==> src/design/iqd_pkg.sv <==
// Shared types, constants and the CORDIC angle table for the I/Q AM/FM demodulator.
package iqd_pkg;

	localparam int DEF_SAMPLE_WIDTH  = 16;
	localparam int DEF_CORDIC_STAGES = 16;
	localparam int ATAN_LEN          = 24;
	localparam int ANGLE_W           = 32;
	localparam int PHASE_W           = 16;
	localparam int OUT_W             = 17;
	localparam int OUT_TDATA_W       = ((OUT_W + 7) / 8) * 8;
	// x/y headroom over the sample width: 16 bits of scale, pre-rotation, CORDIC gain, sign
	localparam int XY_GUARD          = 19;

	typedef enum logic {
		MODE_AM = 1'b0,
		MODE_FM = 1'b1
	} demod_mode_t;

	// per-item control that rides along the cell chain
	typedef struct packed {
		logic valid;
		logic first;
		logic zero;
	} ctl_t;

	// atan(2^-k) in units of pi/2^31
	function automatic logic [ANGLE_W-1:0] atan_angle(input int k);
		logic [ANGLE_W-1:0] a;
		case (k)
			0:       a = 32'h2000_0000;
			1:       a = 32'h12E4_051E;
			2:       a = 32'h09FB_385B;
			3:       a = 32'h0511_11D4;
			4:       a = 32'h028B_0D43;
			5:       a = 32'h0145_D7E1;
			6:       a = 32'h00A2_F61E;
			7:       a = 32'h0051_7C55;
			8:       a = 32'h0028_BE53;
			9:       a = 32'h0014_5F2F;
			10:      a = 32'h000A_2F98;
			11:      a = 32'h0005_17CC;
			12:      a = 32'h0002_8BE6;
			13:      a = 32'h0001_45F3;
			14:      a = 32'h0000_A2FA;
			15:      a = 32'h0000_517D;
			16:      a = 32'h0000_28BE;
			17:      a = 32'h0000_145F;
			18:      a = 32'h0000_0A30;
			19:      a = 32'h0000_0518;
			20:      a = 32'h0000_028C;
			21:      a = 32'h0000_0146;
			22:      a = 32'h0000_00A3;
			23:      a = 32'h0000_0051;
			default: a = '0;
		endcase
		return a;
	endfunction

endpackage

==> src/design/iqd_front.sv <==
// Front end: unpack sample, pre-rotate by pi, square magnitudes, sum of squares.
module iqd_front #(
	parameter int SAMPLE_WIDTH = iqd_pkg::DEF_SAMPLE_WIDTH
) (
	input  logic                                  clk,
	input  logic                                  arst_n,
	input  logic                                  en,
	input  logic                                  in_valid,
	input  logic signed [SAMPLE_WIDTH-1:0]        in_i,
	input  logic signed [SAMPLE_WIDTH-1:0]        in_q,
	input  logic                                  in_first,
	output iqd_pkg::ctl_t                         ctl_out,
	output logic signed [SAMPLE_WIDTH+iqd_pkg::XY_GUARD-1:0] x_out,
	output logic signed [SAMPLE_WIDTH+iqd_pkg::XY_GUARD-1:0] y_out,
	output logic [iqd_pkg::ANGLE_W-1:0]           z_out,
	output logic [2*SAMPLE_WIDTH-1:0]             sum_out
);

	localparam int CW  = SAMPLE_WIDTH + iqd_pkg::XY_GUARD;
	localparam int SQW = 2 * SAMPLE_WIDTH;

	logic signed [CW-1:0]          ie, qe, x0, y0;
	logic [iqd_pkg::ANGLE_W-1:0]   z0;
	logic [SAMPLE_WIDTH-1:0]       ai, aq;
	iqd_pkg::ctl_t                 ctl0;

	iqd_pkg::ctl_t                 ctl_s1, ctl_s2;
	logic signed [CW-1:0]          x_s1, y_s1, x_s2, y_s2;
	logic [iqd_pkg::ANGLE_W-1:0]   z_s1, z_s2;
	logic [SQW-1:0]                ii_s1, qq_s1, sum_s2;

	always_comb begin
		ie = CW'(in_i);
		qe = CW'(in_q);
		if (in_i[SAMPLE_WIDTH-1]) begin
			x0 = -ie;
			y0 = -qe;
			z0 = {1'b1, {(iqd_pkg::ANGLE_W-1){1'b0}}};
		end else begin
			x0 = ie;
			y0 = qe;
			z0 = '0;
		end
		// magnitudes as unsigned; the most negative code maps to 2^(W-1)
		ai = in_i[SAMPLE_WIDTH-1] ? (~in_i + 1'b1) : in_i;
		aq = in_q[SAMPLE_WIDTH-1] ? (~in_q + 1'b1) : in_q;
		ctl0.valid = in_valid;
		ctl0.first = in_first;
		ctl0.zero  = (in_i == '0) && (in_q == '0);
	end

	always_ff @(posedge clk or negedge arst_n) begin
		if (!arst_n) begin
			ctl_s1 <= '0;
			ctl_s2 <= '0;
		end else if (en) begin
			ctl_s1 <= ctl0;
			ctl_s2 <= ctl_s1;
		end
	end

	always_ff @(posedge clk) begin
		if (en) begin
			x_s1   <= x0 <<< 16;
			y_s1   <= y0 <<< 16;
			z_s1   <= z0;
			ii_s1  <= SQW'(ai) * SQW'(ai);
			qq_s1  <= SQW'(aq) * SQW'(aq);
			x_s2   <= x_s1;
			y_s2   <= y_s1;
			z_s2   <= z_s1;
			sum_s2 <= ii_s1 + qq_s1;
		end
	end

	assign ctl_out = ctl_s2;
	assign x_out   = x_s2;
	assign y_out   = y_s2;
	assign z_out   = z_s2;
	assign sum_out = sum_s2;

endmodule

==> config.mk <==
export PLATFORM = sky130hd
export DESIGN_NAME = iqd_front
export DESIGN_NICKNAME = d
export VERILOG_FILES = /design/src/design/iqd_pkg.sv /design/src/design/iqd_front.sv
export SDC_FILE = /design/constraint.sdc
export NUM_CORES = 1
export LEC_CHECK = 0
export ABC_AREA = 1
export BUFFER_PORTS_ARGS = -buffer_cell sky130_fd_sc_hd__buf_2
export CAP_MARGIN = 30
export CORE_MARGIN = 5
export CORE_UTILIZATION = 30
export DETAILED_ROUTE_END_ITERATION = 16
export PLACE_DENSITY = 0.54
export SKIP_CTS_REPAIR_TIMING = 1
export SLEW_MARGIN = 20
export SYNTH_ARGS = -nofsm -noshare
export SYNTH_HDL_FRONTEND = slang
export SYNTH_SLANG_ARGS = --single-unit
==> constraint.sdc <==
create_clock -name clk -period 4.35 [get_ports clk]
set_input_delay 0 -clock clk [delete_from_list [all_inputs] [get_ports clk]]
set_output_delay 0 -clock clk [all_outputs]
set_load 0.1 [all_outputs]
Yosys cells after proc, flatten, opt, wreduce, memory -nomap -nowiden
Cells that the tools add are included.
{"block": "op_classes", "n_addsub": 5, "multipliers": 2, "n_mux": 5, "bitwise": 2, "n_reduce_logical": 3}
{"cell": "16-bit by 16-bit multiplier with 32-bit output", "count": 2}
{"cell": "16-bit negation with 19-bit output", "count": 2}
{"cell": "16-bit by 1-bit adder with 16-bit output (second input constant)", "count": 2}
{"cell": "32-bit adder", "count": 1}
{"cell": "16-bit zero test", "count": 2}
{"cell": "16-bit two-way mux", "count": 2}
{"cell": "32-bit two-way mux", "count": 1}
{"cell": "16-bit inverter", "count": 2}
{"cell": "19-bit two-way mux", "count": 1}
{"cell": "15-bit two-way mux", "count": 1}
{"cell": "1-bit logical AND", "count": 1}
{"block": "word_totals", "register_bits": 242, "inputBits": 37}

Depth between registers and ports, before layout
{"block": "depth", "word_depth": 4, "ltp_mapped": 36, "ltp_nobuf": 35}

Worst setup path after synthesis
OpenSTA, ideal clock, no wires.
{"block": "synth_path", "path_type": "input port to flip-flop", "start": "in in_i[0]", "end": "reg ii_s1[24], data pin", "setup_ns": 0.259, "arrival_time_ns": 6.088, "required_ns": 4.091, "slack_ns": -1.997, "stages": 30, "cell_sequence": "inv_1 clkbuf_1 ha_1 nand2_1 nor2_2 nand3_1 nand2_1 xor2_4 inv_1 nor2_1 inv_1 fa_1 inv_1 fa_1 inv_1 fa_1 inv_1 fa_1 fa_1 inv_1 fa_1 inv_1 ha_1 nand2_1 inv_1 a21boi_0 o21ai_0 nand2_1 nand3_1 xor2_1"}
{"block": "synth_between", "elab_chain_len": 4}
{"item": "from (decl)", "line": "iqd_front.sv:9", "source": "input logic signed [SAMPLE_WIDTH-1:0] in_i,"}
{"item": "16-bit inverter", "line": "iqd_front.sv:45", "source": "ai = in_i[SAMPLE_WIDTH-1] ? (~in_i + 1'b1) : in_i;"}
{"item": "16-bit by 1-bit adder with 16-bit output", "line": "iqd_front.sv:45"}
{"item": "16-bit two-way mux", "line": "iqd_front.sv:45"}
{"item": "net ai[8]", "line": "iqd_front.sv:24", "source": "logic [SAMPLE_WIDTH-1:0] ai, aq;"}
{"item": "16-bit by 16-bit multiplier with 32-bit output", "line": "iqd_front.sv:67", "source": "ii_s1 <= SQW'(ai) * SQW'(ai);"}
{"item": "to (signal assigned)", "line": "iqd_front.sv:67"}
{"item": "to (decl)", "line": "iqd_front.sv:30", "source": "logic [SQW-1:0] ii_s1, qq_s1, sum_s2;"}
The timed path passes the listed nets, and every way through them passes these cells.
A chain may end at the register's enable or synchronous reset.

Worst setup path after layout
{"block": "layout_path", "start": "in in_q[0]", "end": "reg qq_s1[29], data pin"}
{"block": "layout_between", "elab_chain_len": 4}
{"item": "from (decl)", "line": "iqd_front.sv:10", "source": "input logic signed [SAMPLE_WIDTH-1:0] in_q,"}
{"item": "16-bit inverter", "line": "iqd_front.sv:46", "source": "aq = in_q[SAMPLE_WIDTH-1] ? (~in_q + 1'b1) : in_q;"}
{"item": "16-bit by 1-bit adder with 16-bit output", "line": "iqd_front.sv:46"}
{"item": "16-bit two-way mux (*)", "line": "iqd_front.sv:46"}
{"item": "16-bit by 16-bit multiplier with 32-bit output (*)", "line": "iqd_front.sv:68", "source": "qq_s1 <= SQW'(aq) * SQW'(aq);"}
{"item": "to (signal assigned)", "line": "iqd_front.sv:68"}
{"item": "to (decl)", "line": "iqd_front.sv:30"}
Every way passes the cells marked *; elsewhere a longest branch is shown, timed or not.

==> metrics.md <==
| Metric | Value |
|---|---|
| WP data arrival | `5.71 ns` |
| FP Rows | `103` |
| Avg Inst Size Synth | `8.63 um^2` |
| Worst Setup SP | `in_q[0]` |
| Num CTS Buffers | `17` |
| Total Wirelength | `67.0 mm` |
| Status | `finished, violations left` |
| Ys async rst share | `3.41%` |
| Antenna cells | `0` |
| # port buffers | `110` |
| Routed length per instance | `15.1 um` |
| Critical Path Slowest Stage Cell | `fa_1` |
| Clk slew on worst S/H paths | `0.08 ns` |
| Non-filler cells, final | `4442` |
| Slew Limit Fails | `0` |
| Total gr overflow | `0` |
| Initial DRC count | `1081` |
| MaxCap Viol Count | `0` |
| Final Setup Violations | `49` |
| Critical Path Start Type | `primary input` |
| Skew final | `0.0159 ns` |
| Fmax achieved | `0.183 GHz` |
| Reg2Reg Setup Slack | `2.09 ns` |
| Die Width | `292 um` |
| Area of the die | `85000 um^2` |
| CORE AREA | `78900 um^2` |
| Remaining DRCs | `0` |
| Slew headroom | `43.4%` |
| Share of cells above drive strength 1 | `35.0%` |
| Yosys cell types | `45` |
| Crit path buffers/inverters | `10` |
| Cells after DPL | `4326` |
| Die Span Y | `292 um` |
| Largest net degree at the start of global routing | `98` |
| RR Startpoint | `qq_s1[11]` |
| Worst-Margin Slew | `0.848 ns` |
| Post-DR vias/cell | `4.40` |
| Total Nets Final | `3970` |
| TritonRoute pass-1 iters | `5` |
| CP required | `4.60 ns` |
| Post-DP HPWL | `56.8 mm` |
| EDFF count, synth | `170` |
| Ys flop type | `edfxtp_1` |
| I/O pins | `174` |
| Final setup margin | `-1.10 ns` |
| Final Hold Fails | `1` |
| CP max stage delay | `0.54 ns` |
| Vias in the first global route | `19841` |
| Clk root buf | `clkbuf_16` |
| Violated checks | `negative hold slack, negative setup slack` |
| Sequential share of the synthesized area | `22.1%` |
| Initial core utilization | `30.2%` |
| Worst-Skew Late Latency | `0.50 ns` |
| CTS max path bufs | `2` |
| FF-to-FF path depth | `8` |
| RSZ-0062 raised after global routing | `yes` |
| Crit. End Element | `register` |
| Initial antenna violation count | `0` |
| Worst R2R End | `sum_out[28]` |
| Clock Sinks | `176` |
| CTS H-tree lvls | `4` |
| Syn Inst Count | `2756` |
| Crit path capture | `qq_s1[29]` |
| Crit path time final | `5.45 ns` |
| CTS tree | `done` |
| DP Worst Slack | `-1.80 ns` |
| Kind of cell adding the most delay to the critical path | `adder cells` |
| FILL cells | `7773` |
| Critical Path Stages | `32` |
| Tcrit/Tclk final | `125%` |
| Total track usage | `15.7%` |
| Min Hold Slack | `-0.0135 ns` |
| CP dominant cell by count | `fa_1` |
| Syn Std Cell Area | `23800 um^2` |
| Setup CP Type | `primary input to register` |
| TNS Setup | `-44.18 ns` |
| Syn. warnings | `0` |
| Crit Path Max Fanout | `6` |
| Area growth syn-to-layout | `37.8%` |
| ANT nets after route | `0` |
| HP Class | `primary input to register` |
| Number of synthesized register bits | `176` |
| Vias | `19534` |
| GPL Wtd Cong | `0.932` |
| First-pass GRT wire length | `107 mm` |
worst register-to-register path: stages (launching register included):
cell and delay, ns:
edfxtp_1 0.46, ha_1 0.37, a21oi_1 0.23, a21boi_0 0.38, nand3_1 0.21, nand4_1 0.14
nand2_1 0.06, nand2_1 0.05, nand2_1 0.09
state kept, by name (all words and copies together), names as in the netlist:
name	cells
x_s1	18
z_s1	1
qq_s1	31
x_out	19
ctl_out	3
sum_out	32
y_s1	18
y_out	19
z_out	1
ii_s1	31
ctl_s1	3
through the flow:
stage | utilization [%] | instance area, um^2
finish | 41.6 | 32800
global route | 41.6 | 32800
CTS | 38.3 | 30200
detailed placement | 37.5 | 29600
global placement | 37.5 | 29600
floorplan | - | 25000
layout by cell type, fill, tap and decap left out, types with 65 or more instances in the layout:
| cell | n |
|---|---|
| nor2_1 | 179 |
| conb_1 | 66 |
| fa_1 | 305 |
| a21oi_1 | 65 |
| inv_1 | 553 |
| buf_4 | 463 |
| inv_2 | 70 |
| nand2_1 | 395 |
| nand2_2 | 85 |
| ha_1 | 174 |
| nand3_1 | 73 |
| buf_2 | 105 |
| edfxtp_1 | 170 |
how the worst min path moves through the flow:
| stage | startpoint | end | slack [ns] | depth (start not counted) |
|---|---|---|---|---|
| floorplan | arst_n | ctl_out[0] | -0.30 | 0 |
| global placement | arst_n | ctl_out[1] | -0.17 | 1 |
| detailed placement | arst_n | ctl_out[1] | -0.17 | 1 |
| CTS | arst_n | ctl_out[2] | -0.71 | 1 |
| global route | in_i[0] | ii_s1[2] | -0.001 | 3 |
| finish | in_q[13] | y_s1[29] | -0.01 | 4 |
layer usage:
layer | global-route usage, % | share of wire [%] | up-vias
met5 | 0 | 0 | -
met4 | 3.56 | 1.8 | 0
met3 | 1.87 | 3.7 | 69
met2 | 26.1 | 47 | 385
met1 | 22.2 | 47 | 9452
li1 | - | - | 9628
cell usage after synthesis, drive strengths merged, types with 4 or more instances:
library cell  instances  area, um^2
or2                   4        25.0
buf                  78         571
nand4                29         181
nor2                277        1100
a21oi               101         505
o21ai                89         502
xor2                 68         633
inv                 645        2430
dfrtp                 6         150
o21bai               10        75.1
o21a                  6        45.0
clkinv                8        30.0
nand3b                5        37.5
fa                  328        6570
nand2               524        1980
ha                  226        2830
edfxtp              170        5100
xnor2                14         123
nand3               100         513
clkbuf               16        61.3
a21o                 10        75.1
nor3                 30         160
logic make-up (layout without fill, tap and decap cells):
group	after synthesis	after routing	share of synthesized area (%)
DFF	176	176	22.1
other	1	66	0.0158
buffers and inverters	747	1318	13.0
adders and majority gates	554	554	39.5
and+or+nand+nor	971	971	16.9
AOI/OAI and AO/OA	225	225	5.37
xor gates and xnor gates	82	82	3.18
final cells by class:
cell class	instances	area, um^2	area share (%)
multi-input cells	1898	18100	55.3
repair buffers	633	4850	14.8
clock buffers	17	425	1.30
flip-flops and latches	176	5260	16.0
clock inverters	15	233	0.710
well taps	1050	1310	4.01
inverters	653	2570	7.83
Power is left out: the tool's default activity adds up to more than one toggle a clock period on the data nets, which glitch-free logic cannot reach.
