`config.mk`:
```
export PLATFORM = sky130hd
export DESIGN_NAME = iqd_cell
export DESIGN_NICKNAME = d
export VERILOG_FILES = /design/src/design/iqd_pkg.sv /design/src/design/iqd_cell.sv
export SDC_FILE = /design/constraint.sdc
export NUM_CORES = 1
export LEC_CHECK = 0
export ABC_AREA = 1
export BUFFER_PORTS_ARGS = -buffer_cell sky130_fd_sc_hd__buf_2
export CAP_MARGIN = 20
export CORE_UTILIZATION = 56
export DETAILED_ROUTE_END_ITERATION = 8
export PLACE_DENSITY = 0.9
export SLEW_MARGIN = 15
export SYNTH_ARGS = -nofsm -noshare
export SYNTH_HDL_FRONTEND = slang
export SYNTH_SLANG_ARGS = --single-unit
export TNS_END_PERCENT = 20
```
`constraint.sdc`:
```
create_clock -name clk -period 0.9 [get_ports clk]
set_input_delay 0.045 -clock clk [delete_from_list [all_inputs] [get_ports clk]]
set_output_delay 0.045 -clock clk [all_outputs]
set_load 0.02 [all_outputs]
```
`src/design/iqd_pkg.sv`:
```
// Shared types, constants and the CORDIC angle table for the I/Q AM/FM demodulator.
package iqd_pkg;

	localparam int DEF_SAMPLE_WIDTH  = 16;
	localparam int DEF_CORDIC_STAGES = 16;
	localparam int ATAN_LEN          = 24;
	localparam int ANGLE_W           = 32;
	localparam int PHASE_W           = 16;
	localparam int OUT_W             = 17;
	localparam int OUT_TDATA_W       = ((OUT_W + 7) / 8) * 8;
	// x/y headroom over the sample width: 16 bits of scale, pre-rotation, CORDIC gain, sign
	localparam int XY_GUARD          = 19;

	typedef enum logic {
		MODE_AM = 1'b0,
		MODE_FM = 1'b1
	} demod_mode_t;

	// per-item control that rides along the cell chain
	typedef struct packed {
		logic valid;
		logic first;
		logic zero;
	} ctl_t;

	// atan(2^-k) in units of pi/2^31
	function automatic logic [ANGLE_W-1:0] atan_angle(input int k);
		logic [ANGLE_W-1:0] a;
		case (k)
			0:       a = 32'h2000_0000;
			1:       a = 32'h12E4_051E;
			2:       a = 32'h09FB_385B;
			3:       a = 32'h0511_11D4;
			4:       a = 32'h028B_0D43;
			5:       a = 32'h0145_D7E1;
			6:       a = 32'h00A2_F61E;
			7:       a = 32'h0051_7C55;
			8:       a = 32'h0028_BE53;
			9:       a = 32'h0014_5F2F;
			10:      a = 32'h000A_2F98;
			11:      a = 32'h0005_17CC;
			12:      a = 32'h0002_8BE6;
			13:      a = 32'h0001_45F3;
			14:      a = 32'h0000_A2FA;
			15:      a = 32'h0000_517D;
			16:      a = 32'h0000_28BE;
			17:      a = 32'h0000_145F;
			18:      a = 32'h0000_0A30;
			19:      a = 32'h0000_0518;
			20:      a = 32'h0000_028C;
			21:      a = 32'h0000_0146;
			22:      a = 32'h0000_00A3;
			23:      a = 32'h0000_0051;
			default: a = '0;
		endcase
		return a;
	endfunction

endpackage

```
`src/design/iqd_cell.sv`:
```
// One chain cell: a CORDIC vectoring micro-rotation and one square-root digit step, each while K is in range.
module iqd_cell #(
	parameter int SAMPLE_WIDTH  = iqd_pkg::DEF_SAMPLE_WIDTH,
	parameter int CORDIC_STAGES = iqd_pkg::DEF_CORDIC_STAGES,
	parameter int K             = 0
) (
	input  logic                                  clk,
	input  logic                                  arst_n,
	input  logic                                  en,
	input  iqd_pkg::ctl_t                         ctl_in,
	input  logic signed [SAMPLE_WIDTH+iqd_pkg::XY_GUARD-1:0] x_in,
	input  logic signed [SAMPLE_WIDTH+iqd_pkg::XY_GUARD-1:0] y_in,
	input  logic [iqd_pkg::ANGLE_W-1:0]           z_in,
	input  logic [2*SAMPLE_WIDTH-1:0]             rem_in,
	input  logic [2*SAMPLE_WIDTH-1:0]             res_in,
	output iqd_pkg::ctl_t                         ctl_out,
	output logic signed [SAMPLE_WIDTH+iqd_pkg::XY_GUARD-1:0] x_out,
	output logic signed [SAMPLE_WIDTH+iqd_pkg::XY_GUARD-1:0] y_out,
	output logic [iqd_pkg::ANGLE_W-1:0]           z_out,
	output logic [2*SAMPLE_WIDTH-1:0]             rem_out,
	output logic [2*SAMPLE_WIDTH-1:0]             res_out
);

	localparam int  CW        = SAMPLE_WIDTH + iqd_pkg::XY_GUARD;
	localparam int  SQW       = 2 * SAMPLE_WIDTH;
	localparam bit  CORDIC_ON = (K < CORDIC_STAGES) && (K < iqd_pkg::ATAN_LEN);
	localparam bit  SQRT_ON   = (K < SAMPLE_WIDTH);
	localparam int  BIT_POS   = SQRT_ON ? 2 * (SAMPLE_WIDTH - 1 - K) : 0;
	localparam logic [iqd_pkg::ANGLE_W-1:0] ANG = iqd_pkg::atan_angle(K);
	localparam logic [SQW-1:0] BIT = SQW'(1) << BIT_POS;

	logic signed [CW-1:0]        dx, dy, x_n, y_n;
	logic [iqd_pkg::ANGLE_W-1:0] z_n;
	logic [SQW-1:0]              trial, rem_n, res_n;

	iqd_pkg::ctl_t               ctl_q;
	logic signed [CW-1:0]        x_q, y_q;
	logic [iqd_pkg::ANGLE_W-1:0] z_q;
	logic [SQW-1:0]              rem_q, res_q;

	always_comb begin
		dx = x_in >>> K;
		dy = y_in >>> K;
		x_n = x_in;
		y_n = y_in;
		z_n = z_in;
		if (CORDIC_ON) begin
			if (!y_in[CW-1]) begin
				x_n = x_in + dy;
				y_n = y_in - dx;
				z_n = z_in + ANG;
			end else begin
				x_n = x_in - dy;
				y_n = y_in + dx;
				z_n = z_in - ANG;
			end
		end
	end

	always_comb begin
		trial = res_in + BIT;
		rem_n = rem_in;
		res_n = res_in;
		if (SQRT_ON) begin
			if (rem_in >= trial) begin
				rem_n = rem_in - trial;
				res_n = (res_in >> 1) + BIT;
			end else begin
				res_n = res_in >> 1;
			end
		end
	end

	always_ff @(posedge clk or negedge arst_n) begin
		if (!arst_n) begin
			ctl_q <= '0;
		end else if (en) begin
			ctl_q <= ctl_in;
		end
	end

	always_ff @(posedge clk) begin
		if (en) begin
			x_q   <= x_n;
			y_q   <= y_n;
			z_q   <= z_n;
			rem_q <= rem_n;
			res_q <= res_n;
		end
	end

	assign ctl_out = ctl_q;
	assign x_out   = x_q;
	assign y_out   = y_q;
	assign z_out   = z_q;
	assign rem_out = rem_q;
	assign res_out = res_q;

endmodule

```
==> flow_summary.json, run 1 <==
{
  "synth_common_cells": "643 x nand2_1, 296 x inv_1, 181 x nand3_1",
  "start_util_pct": 57.6,
  "cts_sinks": 168,
  "cts_buffers": 17,
  "async_reset_ff_share_pct": 1.79,
  "ys_seq_area_share_pct": 33.1,
  "postCtsSetupRepairBufs": 104,
  "error_line": "[ERROR DPL-0038] Utilization greater than 100%, impossible to legalize",
  "synth_edf_count": 165,
  "die_width_um": 167,
  "cts-root-buf": "clkbuf_16",
  "place.gp.congestion": 1.06,
  "ys_seq_elements": 168,
  "status": "stopped before the end",
  "synth_flop_cell": "edfxtp_1",
  "rows": 59,
  "cts_resized": 931,
  "lastStage": "clock tree synthesis (4_1_cts)",
  "netlist_area_um2": 15200,
  "yosysTopAreaCellShare_pct": 32.6,
  "hpwl_um": 51900,
  "synthCells": 2149,
  "yosysTopAreaCell": "edfxtp_1",
  "yosys_warnings": 0,
  "yosys-top-cells-area": "edfxtp_1 33%, nand2_1 16%, ha_1 11%, inv_1 7.3%, nand3_1 6.0%",
  "htreeDepth": 4,
  "die_y_um": 167,
  "io_buffers": 340,
  "yosysMostFrequentCell": "nand2_1",
  "yosysUniqueCellTypes": 48,
  "clock_tree.buffer_depth": 2,
  "ctsHoldBuffers": 96,
  "syn-num-nets": 2460,
  "placed_cells": 3243,
  "synth_area_per_cell_um2": 7.07,
  "ioPinCount": 341
}
[metrics by stage]
stage	area, um^2	setup TNS [ns]	setup slack [ns]	util, %
floorplan	15200	-76.85	-0.892	-
global placement	20700	-117.97	-1.40	78.5
detailed placement	20700	-123.70	-1.43	78.5
[cells by family after synthesis]
group / count (synthesis) / synth area share [%]
AO/OA/AOI/OAI: 347 / 12.4
XOR/XNOR: 50 / 2.88
adder cells (fa/ha/maj): 139 / 11.7
buffers and inverters: 355 / 9.73
flip-flops: 168 / 33.1
multiplexers: 3 / 0.222
AND/OR/NAND/NOR: 1087 / 29.9
==> run 2, diff against run 1 <==
Settings changed: CORE_UTILIZATION 56 to 40, PLACE_DENSITY 0.9 to unset, PLACE_DENSITY_LB_ADDON set to 0.15.
==> run 2 against run 1 <==
Effect of this change: the flow now finishes, with violations (setup timing); synthesized area is the same; synthesized cell count is the same.
==> flow_summary.json, run 2 <==
{
  "drive_gt1_share_pct": 55.3,
  "die_y_um": 197,
  "drt_pass1_iterations": 5,
  "yosys-top-cells-area": "edfxtp_1 33%, nand2_1 16%, ha_1 11%, inv_1 7.3%, nand3_1 6.0%",
  "async_reset_ff_share_pct": 1.79,
  "cts_tree": "done",
  "pre_cts_slack_ns": -1.44,
  "syn-num-nets": 2460,
  "dieArea_um2": 38800,
  "yosys_warnings": 0,
  "overflow": 0,
  "hold_violations": 0,
  "grt_pass1_vias": 19135,
  "area_growth_pct": 86.0,
  "synth_edf_count": 165,
  "finalMaxSlewViolations": 0,
  "clk_pin_slew_worst_paths_ns": 0.07,
  "postPlaceCellArea_um2": 21500,
  "route.detailed.drc": 0,
  "io_buffers": 340,
  "whs_endpoint": "z_out[31]",
  "rsz0062_at_grt": "yes",
  "yosysUniqueCellTypes": 48,
  "drt-wirelength-per-cell_um": 19.1,
  "antenna_found_initial": 3,
  "ir_worst_vdd_uv": 1510,
  "netlist_area_um2": 15200,
  "maxSlewHeadroom_pct": 70.6,
  "n_fill_cell": 2823,
  "grtUsageTotal_pct": 35.4,
  "setup_viol": 269,
  "rrSetupSlack_ns": 0.15,
  "hpwl_um": 52800,
  "synth_mux_area_share_pct": 0.222,
  "nNetsFinal": 3512,
  "synth_common_cells": "643 x nand2_1, 296 x inv_1, 181 x nand3_1",
  "vias": 19347,
  "core_area_um2": 37500,
  "synth_flop_cell": "edfxtp_1",
  "yosysMostFrequentCell": "nand2_1",
  "largest_register_ffs": 35,
  "worstPathMaxFanout": 16,
  "die_width_um": 197,
  "place.gp.congestion": 1.02,
  "worst-r2r-cell-count": 1,
  "drt-initial-drc-count": 1304,
  "grt_pass1_wl_um": 105000,
  "power.leakage_nw": 13.6,
  "power_density_nw_per_um2": 1300,
  "hold_ws_ns": 0.0103,
  "worst_pin_slew_ns": 0.441,
  "htreeDepth": 4,
  "wl_um": 71200,
  "critPathRequiredTime_ns": 1.13,
  "avgViaCountPerCell": 5.19,
  "worstPathArrival_ns": 1.82,
  "critPathKind": "in -> reg",
  "placed_cells": 3488,
  "synth_top_family_by_area": "simple AND/OR/NAND/NOR gates",
  "drv_cap": 0,
  "final_cell_mix": "555 x buf_4, 432 x nand2_1, 300 x buf_2",
  "cts_sinks": 168,
  "hold_depth": 3,
  "grt_start_max_net_pins": 32,
  "synth_area_per_cell_um2": 7.07,
  "cts-root-buf": "clkbuf_16",
  "hold_path.startpoint": "z_in[31]",
  "cts_buffers": 17,
  "synthCells": 2149,
  "final_area_um2": 28200,
  "stdcell_count": 3727,
  "synth_adder_area_share_pct": 11.7,
  "yosysTopAreaCellShare_pct": 32.6,
  "yosysTopAreaCell": "edfxtp_1",
  "hold_class": "in -> reg",
  "worst_setup_path_end_kind": "register",
  "maxClockFrequency_mhz": 628,
  "start_util_pct": 40.5,
  "rows": 71,
  "r2r-start": "ctl_out[0]",
  "status": "complete, but fails checks",
  "ys_seq_elements": 168,
  "final_common_cell": "buf_4",
  "period_minus_slack_ns": 1.59,
  "r2r_end": "ctl_out[0]",
  "synthSimpleGateAreaFrac_pct": 29.9,
  "ys_seq_area_share_pct": 33.1,
  "ioPinCount": 341,
  "ant_nets": 0,
  "insertion_delay_ns": 0.48,
  "cp-start-kind": "input pin",
  "layout_setup_ws_ns": -0.693,
  "p_total_w": 0.0368,
  "violations": "setup timing",
  "synthXorXnorAreaFrac_pct": 2.88,
  "synth-compound-area-share_pct": 12.4,
  "clock_tree.buffer_depth": 2,
  "skew_ns": 0,
  "period_share_pct": 177
}
-- run 2: worst max-delay path by stage --
stage	startpoint	end	cells past startpoint
4_1_cts	rem_in[0]	rem_out[17]	17
5_1_grt	res_in[12]	rem_out[20]	11
3_3_place_gp	x_in[5]	y_out[31]	14
2_1_floorplan	rem_in[0]	rem_out[24]	16
3_5_place_dp	x_in[4]	y_out[31]	15
6_report	rem_in[0]	rem_out[10]	17
-- run 2: cells by family after synthesis --
group	Yosys count
compound gates	347
simple gates	1087
flops	168
buf+inv	355
fa+ha+maj	139
mux	3
xor+xnor	50
-- run 2: timing repair --
item	in CTS	in global routing
gates cloned	3	0
hold buffers	95	0
hold endpoints to repair	96	0
pin swaps	232	177
gates resized for setup	910	265
endpoints found under the setup margin	269	269
setup buffers	78	42
-- run 2: area by class of cell --
class / instances / area [um^2] / share of cell area, %
Inverter: 305 / 1240 / 4.41
Antenna cell: 2 / 5.00 / 0.0177
Timing Repair inverter: 1 / 11.3 / 0.0399
Clock inverter: 15 / 178 / 0.629
Multi-Input combinational cell: 1626 / 12300 / 43.7
Timing Repair Buffer: 1082 / 8370 / 29.6
Sequential cell: 168 / 5030 / 17.8
Tap cell: 511 / 639 / 2.26
Clock buffer: 17 / 425 / 1.51
-- run 2: routing by layer --
layer	global-route usage, %	share of wire (%)	wire length (um)
met5	0	0	0
met4	17.0	5.2	3680
met3	4.52	6.0	4240
met1	42.5	40	28500
met2	62.5	49	34800
-- run 2: critical path, cell delays in order --
cell and delay, ns:
buf_8 0.09, inv_12 0.03, ha_4 0.17, fa_2 0.39
inv_2 0.08, nand3_2 0.08, nand2_4 0.09, nand2_4 0.05
o211ai_4 0.08, nand2_2 0.09, nand3_2 0.09, nand2_4 0.07
nand2_8 0.13, buf_12 0.13, inv_16 0.05, nand2_1 0.06
nand2_1 0.07
-- run 2: power breakdown --
group / internal (W) / switching [W] / total, W
Combinational: 0.00828 / 0.0106 / 0.0189
Clock: 0.00374 / 0.00403 / 0.00777
Sequential: 0.00981 / 0.000325 / 0.0101
Total: 0.0218 / 0.0150 / 0.0368
-- run 2: stage by stage --
step	utilization, %	TNS [ns]
CTS	71.9	-78.04
global route	75.3	-94.60
detailed placement	57.3	-125.76
global placement	57.3	-123.18
floorplan	-	-76.85
finish	75.3	-83.10
Note: power is estimated with default switching activity, not from simulation.
==> run 3, diff against run 2 <==
Settings changed: MAX_ROUTING_LAYER set to met4.
==> run 3 against run 2 <==
Effect of this change: the flow still finishes with violations (setup timing); fmax down 0.72%; sequential cell count unchanged; clock power up 3.7%; core utilization up 3.1 points; cell count up 0.67%; clock skew unchanged; power up 4.9%; sequential share of layout area down 0.71 points; worst setup slack worse by 0.012 ns; register-to-register slack about the same; critical path type unchanged; largest cell class unchanged.
==> flow_summary.json, run 3 (synthesis gave the netlist of run 2 again) <==
{
  "drt-initial-drc-count": 1596,
  "rsz0062_at_grt": "yes",
  "clock_tree.buffer_depth": 2,
  "drv_cap": 0,
  "wl_um": 78800,
  "cts-root-buf": "clkbuf_16",
  "maxClockFrequency_mhz": 623,
  "final_cell_mix": "552 x buf_4, 396 x nand2_1, 280 x buf_2",
  "ir_worst_vdd_uv": 1500,
  "setup_viol": 269,
  "skew_ns": 0,
  "worst_setup_path_end_kind": "register",
  "path_buf_inv": 3,
  "final_common_cell": "buf_4",
  "route.detailed.drc": 0,
  "drt_pass1_iterations": 6,
  "violations": "setup timing",
  "layout_setup_ws_ns": -0.704,
  "clk_pin_slew_worst_paths_ns": 0.07,
  "critPathSlowestCell": "ha_4",
  "area_growth_pct": 93.7,
  "insertion_delay_ns": 0.47,
  "postPlaceCellArea_um2": 21400,
  "ant_nets": 0,
  "hpwl_um": 53000,
  "n_fill_cell": 2479,
  "htreeDepth": 4,
  "worst_pin_slew_ns": 0.430,
  "grt_pass1_vias": 19999,
  "critPathRequiredTime_ns": 1.13,
  "place.gp.congestion": 1.03,
  "die_width_um": 197,
  "crit_chain": "buf_2 -> ha_4 -> a21oi_4 -> o21a_1 -> nor2_2 -> nor2_2 -> nand3_4 -> nand2_4 -> nand2_8 -> buf_12 -> buf_8 -> nand3_1 -> nand2_1",
  "hold_class": "in -> reg",
  "nNetsFinal": 3534,
  "ioPinCount": 341,
  "start_util_pct": 40.5,
  "dieArea_um2": 38800,
  "worstPathMaxFanout": 5,
  "hold_violations": 0,
  "grtUsageTotal_pct": 38.1,
  "grt_start_max_net_pins": 29,
  "drt-wirelength-per-cell_um": 21.0,
  "finalMaxSlewViolations": 0,
  "power_density_nw_per_um2": 1310,
  "overflow": 0,
  "status": "complete, but fails checks",
  "die_y_um": 197,
  "path_delay_family": "simple AND/OR/NAND/NOR gates",
  "core_area_um2": 37500,
  "final_area_um2": 29400,
  "maxSlewHeadroom_pct": 71.0,
  "cts_tree": "done",
  "io_buffers": 340,
  "critPathKind": "in -> reg",
  "pre_cts_slack_ns": -1.51,
  "rows": 71,
  "largest_register_ffs": 35,
  "period_share_pct": 178,
  "cp-start-kind": "input pin",
  "power.leakage_nw": 14.0,
  "hold_ws_ns": 0.0262,
  "avgViaCountPerCell": 5.41,
  "cts_sinks": 168,
  "vias": 20287,
  "worstPathArrival_ns": 1.83,
  "p_total_w": 0.0386,
  "final_core_util_pct": 78.5,
  "antenna_found_initial": 8,
  "cts_buffers": 17,
  "drive_gt1_share_pct": 58.2,
  "period_minus_slack_ns": 1.60,
  "crit_top_cell": "nor2_2",
  "crit_path_max_incr_delay_ns": 0.28,
  "grt_pass1_wl_um": 109000
}
-- run 3: changes by cell type in the layout (fill, tap and decap cells not counted), moves of 20 or more --
cell	before	now
a21oi_4	28	49
buf_2	300	280
buf_6	96	121
nand2_1	432	396
nand2_2	151	184
nand3_1	127	106
-- run 3: area by class of cell --
class | instances | area [um^2] | share of cell area, %
multi-input cells | 1626 | 13000 | 44.1
repair buffers | 1103 | 8810 | 29.9
flip-flops and latches | 168 | 5030 | 17.1
inverters | 305 | 1280 | 4.35
well taps | 511 | 639 | 2.17
clock buffers | 17 | 425 | 1.45
clock inverters | 15 | 214 | 0.727
repair inverters | 2 | 31.3 | 0.106
diodes | 5 | 12.5 | 0.0425
-- run 3: final timing paths --
check | slack, ns | to | cells after the start | startpoint
max | -0.70 | rem_out[21] | 13 | rem_in[11]
min | 0.03 | rem_out[31] | 4 | rem_in[31]
max reg2reg | 0.14 | ctl_out[0] | 1 | ctl_out[0]
min reg2reg | 0.51 | ctl_out[2] | 1 | ctl_out[2]
max in group asynchronous | 0.31 | ctl_out[2] | 3 | arst_n
min in group asynchronous | 0.44 | ctl_out[1] | 3 | arst_n
-- run 3: repair_timing --
item,CTS,global route
setup endpoints to repair,269,269
gates cloned,6,0
pin swaps,299,201
gates resized for setup,1072,335
hold buffers,98,0
endpoints found under the hold margin,99,0
buffers inserted,102,39
-- run 3: through the flow --
step / cells / TNS (ns)
finish: 3752 / -86.51
global route: 3752 / -96.10
CTS: 3714 / -78.81
detailed placement: 3490 / -128.29
global placement: 3490 / -126.34
floorplan: 2149 / -76.85
-- run 3: metal layers --
metal | track usage [%] | share of wire, % | vias to the layer above
met4 | 20.6 | 6.6 | 0
met2 | 65.7 | 50 | 1082
met3 | 5.92 | 7.9 | 328
met1 | 42.2 | 36 | 9685
met5 | - | 0 | -
li1 | - | - | 9192
-- run 3: where the power goes --
| group | internal [W] | switching, W | total (W) | leakage (nW) |
|---|---|---|---|---|
| registers | 0.00981 | 0.000349 | 0.0102 | 1.65 |
| logic | 0.00887 | 0.0115 | 0.0204 | 12.0 |
| clock network | 0.00385 | 0.00421 | 0.00806 | 0.304 |
| total | 0.0225 | 0.0161 | 0.0386 | 14.0 |
